`src/rtl/core/pbd_pkg.sv`:
```
`timescale 1ns / 1ps

package pbd_pkg;

  // field widths
  localparam int unsigned TIME_W     = 32;
  localparam int unsigned SPAN_W     = 22;
  localparam int unsigned DIFF_W     = 31;
  localparam int unsigned CFG_IDX_W  = 3;
  localparam int unsigned CFG_DATA_W = 12;
  localparam int unsigned WINDOW_W   = 5;
  localparam int unsigned COUNT_W    = 4;
  localparam int unsigned IGNORE_W   = 11;
  localparam int unsigned GAP_W      = 12;

  // thresholds kept in milliseconds
  localparam int unsigned MS_PER_SEC   = 1000;
  localparam int unsigned NO_LATER_SEC = 2;
  localparam int unsigned WIN_LIM_W    = 15;
  localparam int unsigned GAP_LIM_W    = 22;

  // register reset values
  localparam logic [COUNT_W-1:0]   COUNT_RST   = COUNT_W'(3);
  localparam logic [IGNORE_W-1:0]  IGNORE_RST  = IGNORE_W'(300);
  localparam logic [WIN_LIM_W-1:0] WIN_LIM_RST = WIN_LIM_W'((5 + 1) * MS_PER_SEC);
  localparam logic [GAP_LIM_W-1:0] GAP_LIM_RST = GAP_LIM_W'(2 * MS_PER_SEC);
  localparam logic [GAP_LIM_W-1:0] NO_LATER_LIM = GAP_LIM_W'(NO_LATER_SEC * MS_PER_SEC);

  // divide by 1000 as (x >> 3) / 125 through a reciprocal multiply
  localparam int unsigned DIV_PRE_SHIFT = 3;
  localparam int unsigned QUOT_IN_W     = DIFF_W - DIV_PRE_SHIFT;
  localparam int unsigned RECIP_W       = 29;
  localparam int unsigned RECIP_SHIFT   = 35;
  localparam int unsigned PROD_W        = QUOT_IN_W + RECIP_W;
  localparam logic [RECIP_W-1:0] RECIP_125 = RECIP_W'(274877907);

  // depth of the queue between front and back
  localparam int unsigned MID_DEPTH = 4;

  typedef enum logic [2:0] {
    ST_DISABLED      = 3'd0,
    ST_RESYNC        = 3'd1,
    ST_TOO_FAST      = 3'd2,
    ST_NOT_ENOUGH    = 3'd3,
    ST_WINDOW_MISSED = 3'd4,
    ST_RATE_LIMITED  = 3'd5,
    ST_REPORTED      = 3'd6,
    ST_SPAN_ERROR    = 3'd7
  } status_e;

  typedef enum logic [CFG_IDX_W-1:0] {
    CFG_DETECT_ENABLE  = 3'd0,
    CFG_WINDOW_SECONDS = 3'd1,
    CFG_PRESS_COUNT    = 3'd2,
    CFG_IGNORE_MS      = 3'd3,
    CFG_REPORT_GAP     = 3'd4
  } cfg_idx_e;

  // classified press handed from front to back
  typedef struct packed {
    status_e             status;
    logic [DIFF_W-1:0]   diff;
  } press_word_t;

endpackage

```
`src/rtl/core/pbd_fifo.sv`:
```
`timescale 1ns / 1ps

module pbd_fifo (
  input  logic                clk_i,
  input  logic                rst_ni,
  input  logic                push_i,
  input  pbd_pkg::press_word_t data_i,
  output logic                full_o,
  input  logic                pop_i,
  output pbd_pkg::press_word_t data_o,
  output logic                empty_o
);
  import pbd_pkg::*;

  localparam int unsigned PtrW = $clog2(MID_DEPTH);
  localparam int unsigned CntW = PtrW + 1;

  press_word_t         mem_q [MID_DEPTH];
  logic [PtrW-1:0]     wr_ptr_q, wr_ptr_d;
  logic [PtrW-1:0]     rd_ptr_q, rd_ptr_d;
  logic [CntW-1:0]     count_q, count_d;
  logic                do_push, do_pop;

  assign full_o  = (count_q == CntW'(MID_DEPTH));
  assign empty_o = (count_q == '0);
  assign do_push = push_i && !full_o;
  assign do_pop  = pop_i && !empty_o;
  assign data_o  = mem_q[rd_ptr_q];

  // pointer and fill count update
  always_comb begin
    wr_ptr_d = wr_ptr_q;
    rd_ptr_d = rd_ptr_q;
    count_d  = count_q;
    if (do_push) begin
      wr_ptr_d = (wr_ptr_q == PtrW'(MID_DEPTH - 1)) ? '0 : wr_ptr_q + PtrW'(1);
    end
    if (do_pop) begin
      rd_ptr_d = (rd_ptr_q == PtrW'(MID_DEPTH - 1)) ? '0 : rd_ptr_q + PtrW'(1);
    end
    if (do_push && !do_pop) begin
      count_d = count_q + CntW'(1);
    end else if (do_pop && !do_push) begin
      count_d = count_q - CntW'(1);
    end
  end

  always_ff @(posedge clk_i or negedge rst_ni) begin
    if (!rst_ni) begin
      wr_ptr_q <= '0;
      rd_ptr_q <= '0;
      count_q  <= '0;
    end else begin
      wr_ptr_q <= wr_ptr_d;
      rd_ptr_q <= rd_ptr_d;
      count_q  <= count_d;
    end
  end

  // word storage
  always_ff @(posedge clk_i) begin
    if (do_push) begin
      mem_q[wr_ptr_q] <= data_i;
    end
  end

  // fill count stays within the queue depth
  a_count_bound: assert property (@(posedge clk_i) disable iff (!rst_ni)
    count_q <= CntW'(MID_DEPTH))
    else $error("queue count over depth");

  // the front never pushes into a full queue
  a_no_overflow: assert property (@(posedge clk_i) disable iff (!rst_ni)
    !(push_i && full_o))
    else $error("push into full queue");

endmodule

```
`config.mk`:
```
export PLATFORM = sky130hd
export DESIGN_NAME = pbd_fifo
export DESIGN_NICKNAME = d
export VERILOG_FILES = /design/src/rtl/core/pbd_pkg.sv /design/src/rtl/core/pbd_fifo.sv
export SDC_FILE = /design/constraint.sdc
export NUM_CORES = 1
export LEC_CHECK = 0
export ABC_AREA = 1
export BUFFER_PORTS_ARGS = -buffer_cell sky130_fd_sc_hd__buf_2
export CORE_UTILIZATION = 30
export DETAILED_ROUTE_END_ITERATION = 10
export GPL_TIMING_DRIVEN = 0
export SYNTH_ARGS = -nofsm -noshare
export SYNTH_HDL_FRONTEND = slang
export SYNTH_SLANG_ARGS = --single-unit
```
`constraint.sdc`:
```
create_clock -name clk_i -period 6.1 [get_ports clk_i]
set_input_delay 1.22 -clock clk_i [delete_from_list [all_inputs] [get_ports clk_i]]
set_output_delay 1.22 -clock clk_i [all_outputs]
set_load 0.005 [all_outputs]
```
# After elaboration in Yosys (flattened, before gate mapping)
# Memory sizes are Yosys's and may differ from the RTL's.
# Index checks and enable logic that the tools add are counted.
# Widths: inputs -> output; s select.
[totals]
wordCells = 27
ram_bits = 136
in_bits = 38
mem_count = 1
ff_bits = 7
output_inout_bits = 36
[classes]
mux = 6
eq_ne = 3
reduce_logical = 10
add_sub_neg = 4
[memory_table]
columns = ["memory", "words", "width", "read_ports", "rd_clocked_by_memory_dff", "write_ports", "line", "source"]
rows = [
  ["mem_q", 4, 34, 1, 0, 1, "pbd_fifo.sv:18", "press_word_t mem_q [MID_DEPTH];"],
]
[ops]
columns = ["cell", "n"]
rows = [
  ["$mux 3", 2],
  ["$add 2x1->2 const B", 2],
  ["$eq 2x2->1 const B", 2],
  ["$logic_and 1x1->1", 4],
  ["$logic_not 1->1", 4],
  ["$mux 2", 2],
  ["$add 3x1->3 const B", 1],
  ["$eq 3x3->1 const B", 1],
  ["$logic_not 3->1", 1],
  ["$sub 3x1->3 const B", 1],
  ["$mux 1", 2],
  ["$reduce_bool 2->1", 1],
]

# Depth between registers and ports, before layout
[logic_depth]
depth_word = 7
ltp_mapped = 12
ltp_nobuf = 12

# Worst setup path before layout
# Ideal clock, no wire load.
[synth_path]
path_type = "input -> register"
from = "input port push_i"
to = "memory mem_q[0][0] (netlist bit), enable pin"
setup_slack_ps = 2872
setup_time_ps = 425
t_arrival_ps = 2802
required_ps = 5675
path_stages = 2
n_path_buf = 0
path_cell_list = "nand2_1 > nor2_1"
[synth_via]
elab_chain_cells = 3
[synth_rtl]
columns = ["item", "line", "source"]
rows = [
  ["start: declaration", "pbd_fifo.sv:6", "input logic push_i,"],
  ["$logic_and 1x1->1", "pbd_fifo.sv:26", "assign do_push = push_i && !full_o;"],
  ["$mux 1", "pbd_fifo.sv:62", "if (do_push) begin"],
  ["$mux 1 (not written as such)", "pbd_fifo.sv:63", "mem_q[wr_ptr_q] <= data_i;"],
  ["end: declaration", "pbd_fifo.sv:18", ""],
]
# No other way between the ends.

==> results.toml <==
[synthesis]
syn_inst = 457
yosysWarnings = 0
yosysTopAreaCell = "edfxtp_1"
ys_top_cells_by_area = "edfxtp_1, o211ai_1, nand2_1"
synth-edff-count = 136
async_flop_share_pct = 4.90
synth_top_area_share_pct = 70.2
synth-seq-cells = 143
yosys-top-cells-count = "edfxtp_1, nand2_1, inv_1"
syn_area_sq_mm = 0.00582
post-synth-top-count-cell = "edfxtp_1"
synth-main-ff-cell = "edfxtp_1"
seq_area_frac_synth_pct = 73.2
synth_area_per_cell_sq_um = 12.7
synth_cell_types = 16
syn_nets = 502

[global_route]
grt_pass1_vias = 3630
track_usage_pct = 13.9
grt_antenna_before_repair = 0
gr-total-overflow = 0
grt_pass1_wl_microns = 19800
grt_max_degree = 28

[finish]
drive_gt1_share_pct = 23.5
syn_to_final_growth_pct = 24.0
regArea_sq_mm = 0.00426
num-fill-cells = 1812
multi_input_area_sq_mm = 0.00115
nNetsFinal = 598
final_util_pct = 38.3
antenna_cells = 0

[drt]
drt_iter0_drc = 234
drc = 0
drtPass1Iterations = 4
vias_per_cell = 4.41
drt-wirelength-per-cell_microns = 15.7
dr_total_vias = 3642
ant_nets = 0
routed_wl_microns = 13000

[floorplanning]
die_w_microns = 141
io_pins = 74
dieArea_sq_mm = 0.0200
core_sq_mm = 0.0188
die_h_microns = 141
start_util_pct = 30.9
rows = 50

[sta]
fin_crit_sh_pct = 48.2
fin_crit_ns = 2.94
timing_hold_violations_final = 0
rsz0062_at_grt = "false"
setup_viol = 0
fmax_ghz = 0.340
setup-tns-final_ns = 0
relSlewSlack_pct = 65.2
finalMaxSlewViolations = 0
skew_ns = 0.00731
tightest_slew_ns = 0.522

[power_and_ir_drop]
power.share.sequential_pct = 38.0
p_int_uw = 2360
switching_power_uw = 1190
power.density_mw_per_mm2 = 492
ir_drop_mv = 0.234
p_clk_share_pct = 29.2
switching_share_pct = 33.5
p_leak_uw = 0.00292
comb_power_share_pct = 32.8

[min_path]
hold_class = "register to register"

[critical_path]
worstPathArrival_ns = 1.72
cp_slowest_cell = "clkbuf_1"
worstPathRequired_ns = 4.88
cpMostUsedCell = "nand2_1"
worstSetupEndpointType = "primary output"
worstPathCellList = "clkbuf_1 -> nand2_1 -> o211ai_1 -> nand2_1 -> buf_2"
max_stage_delay_ns = 0.44
worstSetupPathType = "register to primary output"
cp_max_fo = 10
start_kind = "register"

[clock_network]
clkSlewWorstSetupHoldPaths_ns = 0.06
numCtsBuffers = 17
htreeDepth = 4
cts_sinks = 143
cts_resized = 0
cts_root_buffer = "clkbuf_16"
postCtsSetupBuffers = 0
cts_tree = "yes"
cts-hold-fix-buffers = 0
insertion_delay_ns = 0.42
clockBufferDepth = 2

[status]
status = "finished clean"

[placement]
portBuffers = 73
gp_congestion = 0.774
dp_hpwl_microns = 8420

[job]
cap_viol_max_count = 0
## flip-flops by register name, summed over array words and instances (netlist names)
| signal | flops |
|---|---|
| mem_q | 136 |
| count_q | 3 |
| rd_ptr_q | 2 |
| wr_ptr_q | 2 |
## worst paths after layout
path	slack [ns]	from	to	cells after the start
worst max-delay path	3.16	rd_ptr_q[0]$_DFFE_PN0P_	data_o[10]	5
worst min-delay path	0.50	count_q[2]$_DFFE_PN0P_	count_q[2]$_DFFE_PN0P_	2
worst max register to register	3.94	count_q[0]$_DFFE_PN0P_	count_q[1]$_DFFE_PN0P_	9
worst min register to register	0.50	count_q[2]$_DFFE_PN0P_	count_q[2]$_DFFE_PN0P_	2
max in group asynchronous	5.30	rst_ni	rd_ptr_q[1]$_DFFE_PN0P_	1
min in group asynchronous	0.63	rst_ni	count_q[0]$_DFFE_PN0P_	1
## critical path, delay by kind of cell, from the launching register on
family                 cells  cell delay, ns
buffers and inverters      2            0.58
AOI/OAI and AO/OA          1            0.10
and+or+nand+nor            2            0.23
DFF                        1            0.39
## cells by family after synthesis
kind of cell | after synthesis | share of synthesized area, %
AOI/OAI and AO/OA | 69 | 8.86
xor gates and xnor gates | 1 | 0.151
adders and majority gates | 7 | 1.63
buffers and inverters | 106 | 7.54
DFF | 143 | 73.2
and+or+nand+nor | 131 | 8.64
## metal layers
layer	routed length (microns)	track usage, %	share of wire (%)
met5	0	0	0
met4	180	4.75	1.4
met3	655	4.72	5.0
met2	6510	22.8	50
met1	5630	17.0	43
## power by group through the flow
stage          clock network, uW  logic, uW  registers, uW
2_1_floorplan                  0        666           1360
3_3_place_gp                   0       1110           1380
3_5_place_dp                   0       1200           1370
4_1_cts                     1050       1200           1350
5_1_grt                     1100       1310           1360
6_report                    1040       1160           1350
## through the flow
step | hold slack [ns] | total power (uW) | cell area (sq um) | cells | worst slack [ns]
after detailed placement | 0.486 | 2570 | 6620 | 794 | 3.25
after global placement | 0.477 | 2490 | 6510 | 790 | 1.52
after CTS | 0.500 | 3600 | 7220 | 826 | 3.11
after global routing | 0.534 | 3770 | 7220 | 826 | 2.98
after floorplan | 0.463 | 2030 | 5820 | 457 | 2.87
final | 0.497 | 3550 | 7220 | 826 | 3.16
## cells in the final DEF (no fill, tap or decap)
| master | synthesis | final |
|---|---|---|
| nand3_1 | 7 | 7 |
| inv_2 | 1 | 1 |
| buf_12 | 0 | 4 |
| buf_4 | 6 | 6 |
| clkbuf_1 | 1 | 2 |
| clkinv_2 | 0 | 3 |
| nand4_1 | 1 | 1 |
| ha_1 | 6 | 6 |
| nand2_1 | 117 | 117 |
| fa_1 | 1 | 1 |
| o211ai_1 | 68 | 68 |
| clkinv_4 | 0 | 2 |
| clkinv_1 | 0 | 1 |
| edfxtp_1 | 136 | 136 |
| buf_2 | 15 | 88 |
| inv_6 | 0 | 2 |
| inv_1 | 83 | 83 |
| dfrtp_1 | 7 | 7 |
| o21ai_0 | 1 | 1 |
| nor2_4 | 0 | 4 |
| clkinvlp_4 | 0 | 3 |
| xnor2_1 | 1 | 1 |
| bufinv_16 | 0 | 3 |
| clkbuf_16 | 0 | 17 |
| nor2_1 | 6 | 2 |
## layout make-up
| cell class | instances | share of cell area (%) |
|---|---|---|
| plain buffers | 22 | 1.72 |
| clock buffers | 18 | 5.95 |
| clock inverters | 14 | 2.31 |
| inverters | 84 | 4.37 |
| multi-input cells | 208 | 16.0 |
| flip-flops and latches | 143 | 59.0 |
| well taps | 260 | 4.51 |
| repair buffers | 77 | 6.17 |
Power figures use the tool's default switching activity.
