$ cat config.mk
export PLATFORM = sky130hd
export DESIGN_NAME = pbd_front
export DESIGN_NICKNAME = d
export VERILOG_FILES = /design/src/rtl/core/pbd_pkg.sv /design/src/rtl/core/pbd_front.sv
export SDC_FILE = /design/constraint.sdc
export NUM_CORES = 1
export LEC_CHECK = 0
export BUFFER_PORTS_ARGS = -buffer_cell sky130_fd_sc_hd__buf_4
export CORE_MARGIN = 8
export CORE_UTILIZATION = 63
export DETAILED_ROUTE_END_ITERATION = 8
export GPL_TIMING_DRIVEN = 0
export PLACE_DENSITY = 0.89
export SETUP_SLACK_MARGIN = 0.5
export SYNTH_ARGS = -nofsm -noshare
export SYNTH_HDL_FRONTEND = slang
export SYNTH_SLANG_ARGS = --single-unit
$ cat constraint.sdc
create_clock -name clk_i -period 10.3 [get_ports clk_i]
set_clock_uncertainty 0.15 [all_clocks]
set_input_delay 0 -clock clk_i [delete_from_list [all_inputs] [get_ports clk_i]]
set_output_delay 0 -clock clk_i [all_outputs]
set_load 0.01 [all_outputs]
$ cat src/rtl/core/pbd_pkg.sv
`timescale 1ns / 1ps

package pbd_pkg;

  // field widths
  localparam int unsigned TIME_W     = 32;
  localparam int unsigned SPAN_W     = 22;
  localparam int unsigned DIFF_W     = 31;
  localparam int unsigned CFG_IDX_W  = 3;
  localparam int unsigned CFG_DATA_W = 12;
  localparam int unsigned WINDOW_W   = 5;
  localparam int unsigned COUNT_W    = 4;
  localparam int unsigned IGNORE_W   = 11;
  localparam int unsigned GAP_W      = 12;

  // thresholds kept in milliseconds
  localparam int unsigned MS_PER_SEC   = 1000;
  localparam int unsigned NO_LATER_SEC = 2;
  localparam int unsigned WIN_LIM_W    = 15;
  localparam int unsigned GAP_LIM_W    = 22;

  // register reset values
  localparam logic [COUNT_W-1:0]   COUNT_RST   = COUNT_W'(3);
  localparam logic [IGNORE_W-1:0]  IGNORE_RST  = IGNORE_W'(300);
  localparam logic [WIN_LIM_W-1:0] WIN_LIM_RST = WIN_LIM_W'((5 + 1) * MS_PER_SEC);
  localparam logic [GAP_LIM_W-1:0] GAP_LIM_RST = GAP_LIM_W'(2 * MS_PER_SEC);
  localparam logic [GAP_LIM_W-1:0] NO_LATER_LIM = GAP_LIM_W'(NO_LATER_SEC * MS_PER_SEC);

  // divide by 1000 as (x >> 3) / 125 through a reciprocal multiply
  localparam int unsigned DIV_PRE_SHIFT = 3;
  localparam int unsigned QUOT_IN_W     = DIFF_W - DIV_PRE_SHIFT;
  localparam int unsigned RECIP_W       = 29;
  localparam int unsigned RECIP_SHIFT   = 35;
  localparam int unsigned PROD_W        = QUOT_IN_W + RECIP_W;
  localparam logic [RECIP_W-1:0] RECIP_125 = RECIP_W'(274877907);

  // depth of the queue between front and back
  localparam int unsigned MID_DEPTH = 4;

  typedef enum logic [2:0] {
    ST_DISABLED      = 3'd0,
    ST_RESYNC        = 3'd1,
    ST_TOO_FAST      = 3'd2,
    ST_NOT_ENOUGH    = 3'd3,
    ST_WINDOW_MISSED = 3'd4,
    ST_RATE_LIMITED  = 3'd5,
    ST_REPORTED      = 3'd6,
    ST_SPAN_ERROR    = 3'd7
  } status_e;

  typedef enum logic [CFG_IDX_W-1:0] {
    CFG_DETECT_ENABLE  = 3'd0,
    CFG_WINDOW_SECONDS = 3'd1,
    CFG_PRESS_COUNT    = 3'd2,
    CFG_IGNORE_MS      = 3'd3,
    CFG_REPORT_GAP     = 3'd4
  } cfg_idx_e;

  // classified press handed from front to back
  typedef struct packed {
    status_e             status;
    logic [DIFF_W-1:0]   diff;
  } press_word_t;

endpackage

$ cat src/rtl/core/pbd_front.sv
`timescale 1ns / 1ps

module pbd_front #(
  parameter int unsigned MAX_PRESSES = 10
) (
  input  logic                                clk_i,
  input  logic                                rst_ni,
  input  logic                                cfg_valid_i,
  output logic                                cfg_ready_o,
  input  logic [pbd_pkg::CFG_IDX_W-1:0]       cfg_index_i,
  input  logic [pbd_pkg::CFG_DATA_W-1:0]      cfg_data_i,
  input  logic                                push_i,
  input  logic                                full_i,
  input  logic [pbd_pkg::TIME_W-1:0]          press_time_ms_i,
  output logic                                q_push_o,
  output pbd_pkg::press_word_t                q_word_o
);
  import pbd_pkg::*;

  localparam int unsigned Depth = MAX_PRESSES + 1;
  localparam int unsigned IdxW  = $clog2(Depth);
  localparam int unsigned HeldW = IdxW + 1;
  localparam int unsigned CmpW  = (HeldW > COUNT_W) ? HeldW : COUNT_W;

  // configuration registers
  logic                  detect_enable_q;
  logic [COUNT_W-1:0]    press_count_q;
  logic [IGNORE_W-1:0]   ignore_ms_q;
  logic [WIN_LIM_W-1:0]  win_lim_q;
  logic [GAP_LIM_W-1:0]  gap_lim_q;

  // detector state
  logic [IdxW-1:0]       newest_q, newest_d;
  logic [IdxW-1:0]       oldest_q, oldest_d;
  logic [TIME_W-1:0]     last_accept_q, last_accept_d;
  logic [TIME_W-1:0]     last_report_q, last_report_d;
  logic [TIME_W-1:0]     ring_mem [Depth];
  logic [TIME_W-1:0]     oldest_rd_q;

  logic                  accept;
  logic                  ring_we;
  status_e               status;
  logic [HeldW-1:0]      held;
  logic [TIME_W-1:0]     oldest_val;
  logic [TIME_W-1:0]     diff;
  logic [TIME_W-1:0]     since_accept;
  logic [TIME_W-1:0]     since_report;
  logic                  too_fast;
  logic                  too_few;
  logic                  in_window;
  logic                  gap_short;
  logic                  rate_limited;
  logic [IdxW-1:0]       newest_nx;
  logic [IdxW-1:0]       oldest_nx;

  assign cfg_ready_o = 1'b1;
  assign accept      = push_i && !full_i;

  // register writes, window and gap limits kept in ms
  always_ff @(posedge clk_i or negedge rst_ni) begin
    if (!rst_ni) begin
      detect_enable_q <= 1'b0;
      press_count_q   <= COUNT_RST;
      ignore_ms_q     <= IGNORE_RST;
      win_lim_q       <= WIN_LIM_RST;
      gap_lim_q       <= GAP_LIM_RST;
    end else if (cfg_valid_i) begin
      unique case (cfg_idx_e'(cfg_index_i))
        CFG_DETECT_ENABLE: begin
          detect_enable_q <= cfg_data_i[0];
        end
        CFG_WINDOW_SECONDS: begin
          win_lim_q <= WIN_LIM_W'((WIN_LIM_W'(cfg_data_i[WINDOW_W-1:0]) + WIN_LIM_W'(1))
                       * WIN_LIM_W'(MS_PER_SEC));
        end
        CFG_PRESS_COUNT: begin
          press_count_q <= cfg_data_i[COUNT_W-1:0];
        end
        CFG_IGNORE_MS: begin
          ignore_ms_q <= cfg_data_i[IGNORE_W-1:0];
        end
        CFG_REPORT_GAP: begin
          gap_lim_q <= GAP_LIM_W'(GAP_LIM_W'(cfg_data_i[GAP_W-1:0]) * GAP_LIM_W'(MS_PER_SEC));
        end
        default: begin
        end
      endcase
    end
  end

  // ring slot arithmetic
  assign newest_nx = (newest_q == IdxW'(MAX_PRESSES)) ? '0 : newest_q + IdxW'(1);
  assign oldest_nx = (oldest_q == IdxW'(MAX_PRESSES)) ? '0 : oldest_q + IdxW'(1);
  assign held = (newest_q >= oldest_q)
              ? HeldW'(newest_q) - HeldW'(oldest_q)
              : HeldW'(newest_q) + HeldW'(Depth) - HeldW'(oldest_q);

  // oldest press time, the incoming one when the ring is empty
  assign oldest_val = (newest_q == oldest_q) ? press_time_ms_i : oldest_rd_q;
  assign diff       = press_time_ms_i - oldest_val;

  // threshold compares, all in milliseconds
  assign since_accept = press_time_ms_i - last_accept_q;
  assign since_report = press_time_ms_i - last_report_q;
  assign too_fast     = since_accept < TIME_W'(ignore_ms_q);
  assign too_few      = (press_count_q == '0)
                     || ((CmpW'(held) + CmpW'(1)) < CmpW'(press_count_q));
  assign in_window    = diff < TIME_W'(win_lim_q);
  assign gap_short    = (press_time_ms_i > last_report_q)
                      ? (since_report < TIME_W'(gap_lim_q))
                      : (gap_lim_q > NO_LATER_LIM);
  assign rate_limited = (last_report_q != '0) && gap_short;

  // classification and next state
  always_comb begin
    status        = ST_DISABLED;
    ring_we       = 1'b0;
    newest_d      = newest_q;
    oldest_d      = oldest_q;
    last_accept_d = last_accept_q;
    last_report_d = last_report_q;
    priority if (!detect_enable_q) begin
      status = ST_DISABLED;
    end else if (last_accept_q > press_time_ms_i) begin
      status        = ST_RESYNC;
      last_accept_d = press_time_ms_i;
    end else if (too_fast) begin
      status = ST_TOO_FAST;
    end else begin
      last_accept_d = press_time_ms_i;
      ring_we       = 1'b1;
      priority if (too_few) begin
        status   = ST_NOT_ENOUGH;
        newest_d = newest_nx;
      end else if (diff[TIME_W-1]) begin
        status = ST_SPAN_ERROR;
      end else begin
        newest_d = newest_nx;
        oldest_d = oldest_nx;
        priority if (!in_window) begin
          status = ST_WINDOW_MISSED;
        end else if (rate_limited) begin
          status = ST_RATE_LIMITED;
        end else begin
          status        = ST_REPORTED;
          last_report_d = press_time_ms_i;
        end
      end
    end
    if (!accept) begin
      ring_we       = 1'b0;
      newest_d      = newest_q;
      oldest_d      = oldest_q;
      last_accept_d = last_accept_q;
      last_report_d = last_report_q;
    end
  end

  always_ff @(posedge clk_i or negedge rst_ni) begin
    if (!rst_ni) begin
      newest_q      <= '0;
      oldest_q      <= '0;
      last_accept_q <= '0;
      last_report_q <= '0;
    end else begin
      newest_q      <= newest_d;
      oldest_q      <= oldest_d;
      last_accept_q <= last_accept_d;
      last_report_q <= last_report_d;
    end
  end

  // press ring: write newest, registered read of next oldest with bypass
  always_ff @(posedge clk_i) begin
    if (ring_we) begin
      ring_mem[newest_q] <= press_time_ms_i;
    end
    if (ring_we && (newest_q == oldest_d)) begin
      oldest_rd_q <= press_time_ms_i;
    end else begin
      oldest_rd_q <= ring_mem[oldest_d];
    end
  end

  // word to the back end
  assign q_push_o        = accept;
  assign q_word_o.status = status;
  assign q_word_o.diff   = diff[DIFF_W-1:0];

  // a raised report records its press time
  a_report_time: assert property (@(posedge clk_i) disable iff (!rst_ni)
    (accept && status == ST_REPORTED) |=> (last_report_q == $past(press_time_ms_i)))
    else $error("report time not recorded");

  // a short ring never moves the oldest slot
  a_not_enough_hold: assert property (@(posedge clk_i) disable iff (!rst_ni)
    (accept && status == ST_NOT_ENOUGH) |=> $stable(oldest_q))
    else $error("oldest slot moved while filling");

  // ring slots stay inside the ring
  a_slot_range: assert property (@(posedge clk_i) disable iff (!rst_ni)
    (newest_q <= IdxW'(MAX_PRESSES)) && (oldest_q <= IdxW'(MAX_PRESSES)))
    else $error("ring slot out of range");

endmodule

Word level (Yosys, flattened, before mapping)
Memories as Yosys holds them, arrays and structs flattened. A register that Yosys moved wholly into a read port is not among the register bits. Cells that the tools add are included. W data, S select, Z words.

Output and inout bits: 36. Logic and storage cells: 87. Input port bits: 52. Bits in writable memories: 352. Bits in latches: 0. ROM bits: 0. Register bits: 119. Memories kept: 1.

Eq/ne operators: 9. Magnitude comparators: 8. $add $sub $neg: 10. Reductions and logical operators: 15. Shift operators: 0. $mul: 2. Div/mod/pow operators: 0. Bitwise operators: 5. Mux-type cells: 28.

Memories: ring_mem (words 11, bits a word 32, read ports 1, clocked after Yosys merged registers in 1, wr ports 1, RTL line pbd_front.sv:37) `logic [TIME_W-1:0] ring_mem [Depth];`.

Operator list (count): $mux W32 (3); $sub A32 B32 Y32 (3); $gt A32 B32 Y1 (2); $mux W4 (10); $lt A32 B11 Y1 (1); $lt A32 B15 Y1 (1); $lt A32 B22 Y1 (1); $reduce_bool A32 Y1 (1); $gt A22 B11 Y1 const B (1); $mul A12 B7 Y19 const B (1); $mul A6 B7 Y12 const B (1); $mux W3 (4); $reduce_and A2 Y1 (5); $add A4 B1 Y4 const B (2); $eq A4 B4 Y1 const B (2); $reduce_and A8 Y1 (1); $mux W1 (7); $add A5 B1 Y6 const B (1); $eq A3 B2 Y1 const B (2); $mux W2 (3); $add A4 B4 Y5 const B (1); $add A5 B1 Y5 const B (1); $lt A5 B4 Y1 (1); $mux W5 (1); 15 further kinds (21).

Longest topological paths before layout
Depth in word-level cells: 11. Gate-level depth with buffers: 30. Depth with buffers taken out: 25.

Worst setup path after synthesis
No wires, ideal clock.

Path type: register to register. From: register (tool-made name). To: register last_report_q[10]. Slack: 2.819 ns. Data arrival time: 7.206 ns. Clock period less this slack: 7.481 ns. Library setup time: 0.125 ns. Path buffers: 6. Cell stages (with the launch flop): 29. Cells stage by stage: dfxtp_1 > clkbuf_1 > buf_1 > buf_1 > clkbuf_1 > mux2i_1 > nor2_1 > a21oi_1 > a211oi_1 > a21oi_1 > ha_1 > nor2b_1 > o31a_1 > o21ai_0 > o21ai_0 > a21o_1 > a21oi_1 > xnor2_1 > ha_1 > a21o_1 > a21o_1 > a221o_1 > a2111oi_0 > nand4_1 > or3_1 > or4b_1 > buf_6 > buf_12 > mux2_4.

RTL lines: end signal: assignment (RTL line pbd_front.sv:169) `last_report_q <= last_report_d;`; end: declaration (RTL line pbd_front.sv:36) `logic [TIME_W-1:0] last_report_q, last_report_d;`.

==> metrics.txt <==
DRC viols 0; Total GRT Usage 29.4%; total gr overflow 0; core region area 0.0443 sq mm; initial antenna violation count 0; syn_nets between 2k and 3k; Design Power 8880 uW; drt first pass iters 8; Top FF cell, synth edfxtp_1; Int Pwr 5170 uW; net switching power 3710 uW; Total Nets Final 2969; Hold Vio Cnt, Final 0; global-route wire length before repair 121 mm; Starting Density 64.0%; delay-heaviest family, CP compound AO/OA/AOI/OAI gates; number of synthesized flops with an enable pin between 300 and 400; Lkg Pwr approximately 0.013 uW; CP peak stage delay 0.58 ns; vias in the first global route 22.0k; Cells after Synth 2421; diode count 0; Post-synth ARST share 25.1%; Buf/Inv on CP 6; CP most frequent cell a21oi_1; FF-to-FF End last_report_q[16]; total stage count of the critical path 29; FF+latch count, synth 475; H-tree depth 2; num rows between 70 and 80; synthesized area per cell 11.7 sq um; gpl congestion 0.945; Critical Path End Type output pin; VDD IR max 0.000354 V; DR WL/cell 23.9 um; synthesized area 0.0284 sq mm; Tcrit/Tclk final roughly nine tenths; power share of the clock group 20.9%; crit-path max FO 10; Worst R2R Setup Slack about 1.3 ns; Reg2Reg Depth 30; number of buffers created by CTS 48; Reg clk slew, reported paths 0.06 ns; CP startpoint kind flop; number of vias per cell 6.52; largest net degree at the start of global routing 97; filler instances between 2k and 3k; CTS tree built; worst slew pin tran between 1 and 1.5 ns; chip width approximately 230 um; unrepaired setup endpoints after global routing no; Area Growth Syn to Fin 14.4%; Buffers on Ports 86; Synthesis Warnings 0; HP Class in -> reg; crit path capture q_word_o[31]; area of the die about 0.052 sq mm; Flop pwr share between 20% and 30%; register area share after synthesis 48.1%; Slew Limit Fails 0; Routed Antenna Nets 0; CTS root buffer clkbuf_16; outcome finished clean; combinational share of power 53.2%; # Post-CTS Setup Buffers 0; Peak Freq 109 MHz; library cells used by synthesis 87; clock latency on the worst-skew pair 0.62 ns; Pwr Density 273 mW/mm^2; initial drt markers approximately 2.2k; setup_tns 0 ns; IO Pins between 80 and 90; min Tclk post-route 9.14 ns; clk sinks 475; dpl hpwl 55.5 mm; Bufs on Longest Clock Path 3; slowest stage cell, crit path nor3_1; switching fraction of total power a little over two fifths; post-route insts no fill roughly 3.3k; routed wire length 78.5 mm; critical path class reg -> out; Worst Path Arrival 8.99 ns; routed via count ~21k; Max Cap Viol 0; final setup fails 0; Die Y approximately 230 um; dpl cells 3129; worst path required time between 10 and 15 ns; share of cells above drive strength 1 13.5%; slew margin rel. 27.1%
registers in the layout, indices dropped and copies added, names as in the netlist, named ones only:
register / count
newest_q: 4
gap_lim_q: 19
ignore_ms_q: 11
ring_mem: 352
detect_enable_q: 1
last_accept_q: 32
oldest_q: 4
last_report_q: 32
press_count_q: 4
win_lim_q: 12
repair_timing:
action | 4_1_cts | 5_1_grt
hold buffers | 61 | 0
resized for setup | 2 | 10
endpoints found under the setup margin | 1 | 34
endpoints found under the hold margin | 575 | 0
cell usage after synthesis (all sizes together), types with 40 or more instances:
cell type    n  share of area, %
mux4        64               5.1
o21ai      146               2.6
clkbuf      77               1.0
edfxtp     352                37
mux2i       40               1.4
xnor2       58               1.8
mux2        48               2.3
a21oi      188               3.3
nand2      151               2.0
a211oi      78               2.1
fa          55               3.9
ha         214               9.4
inv        204               2.7
nor2b       51               1.1
nor2       127               1.7
dfrtp      100               8.8
how the worst min path moves through the flow:
| stage | cells after the start | to | start |
|---|---|---|---|
| 2_1_floorplan | 0 | detect_enable_q | rst_ni |
| 3_3_place_gp | 3 | press_count_q[1] | cfg_data_i[1] |
| 3_5_place_dp | 1 | last_accept_q[16] | rst_ni |
| 4_1_cts | 5 | newest_q[2] | push_i |
| 5_1_grt | 3 | ignore_ms_q[7] | cfg_data_i[7] |
| 6_report | 4 | press_count_q[3] | cfg_data_i[3] |
power groups by stage:
stage | logic [uW] | registers, uW | clock network [uW]
floorplan | 3090 | 2300 | 0
global placement | 4340 | 2330 | 0
detailed placement | 4530 | 2340 | 0
CTS | 4650 | 2300 | 1860
global route | 5130 | 2320 | 1930
finish | 4720 | 2310 | 1850
routing by layer:
metal  vias up  track usage [%]  routed length (um)  share of wire (%)
li1       9448                -                   -                  -
met1     10400             36.3               29300                 37
met2      1235             49.6               37900                 48
met3       282             5.26                7270                9.3
met4         0             14.5                3970                5.1
met5         -                0                   0                  0
through the flow:
step | hold WS (ns) | worst slack [ns] | instance area (sq um) | util, %
6_report | 0.152 | 1.16 | 32500 | 73.3
5_1_grt | 0.171 | 0.671 | 32500 | 73.3
4_1_cts | 0.118 | 0.621 | 32500 | 73.2
3_5_place_dp | -0.274 | 0.888 | 30200 | 68.1
3_3_place_gp | 0.176 | -0.515 | 29800 | 67.1
2_1_floorplan | -0.446 | 2.82 | 28400 | -
cells by family after synthesis:
| family | Yosys count | synth area share (%) |
|---|---|---|
| multiplexers | 152 | 8.78 |
| flip-flops | 475 | 48.1 |
| adder cells (fa/ha/maj) | 269 | 13.3 |
| other | 1 | 0.0132 |
| AO/OA/AOI/OAI | 612 | 13.8 |
| buffers and inverters | 297 | 4.18 |
| AND/OR/NAND/NOR | 524 | 8.98 |
| XOR/XNOR | 91 | 2.81 |
area by class of cell:
class	count	area [sq um]	area share, %
Multi-Input combinational cell	1649	13600	41.9
Tap cell	592	741	2.28
Inverter	204	766	2.36
Clock inverter	34	434	1.34
Sequential cell	475	13700	42.0
Clock buffer	55	1250	3.84
Buffer	93	432	1.33
Timing Repair Buffer	177	1600	4.93
cell usage in the layout, fill, tap and decap left out, types with 9 or more instances in the layout:
master,instances
edfxtp_1,352
buf_6,16
o211ai_1,17
or3_1,13
clkbuf_1,79
and2_1,9
a21o_1,38
mux2i_1,40
o21a_1,26
nor2b_1,51
o21bai_1,19
a21oi_1,187
nand3_1,39
clkbuf_16,48
xnor2_1,58
dlygate4sd3_1,61
inv_1,204
dfstp_2,19
buf_4,99
o31ai_1,12
xor2_1,33
nor4_1,15
o21ai_0,144
ha_1,214
dfrtp_1,100
nand4_1,29
a211oi_1,76
mux2_4,29
mux2_2,19
nand2_1,151
clkinv_1,9
fa_1,55
nor2_1,124
nor3_1,31
mux4_2,64
worst min-delay path: cells and delay by family:
| family | cells | cell delay [ns] |
|---|---|---|
| AO/OA/AOI/OAI | 1 | 0.08 |
| buffers and inverters | 2 | 0.72 |
| AND/OR/NAND/NOR | 1 | 0.07 |
Power figures use the tool's default switching activity.
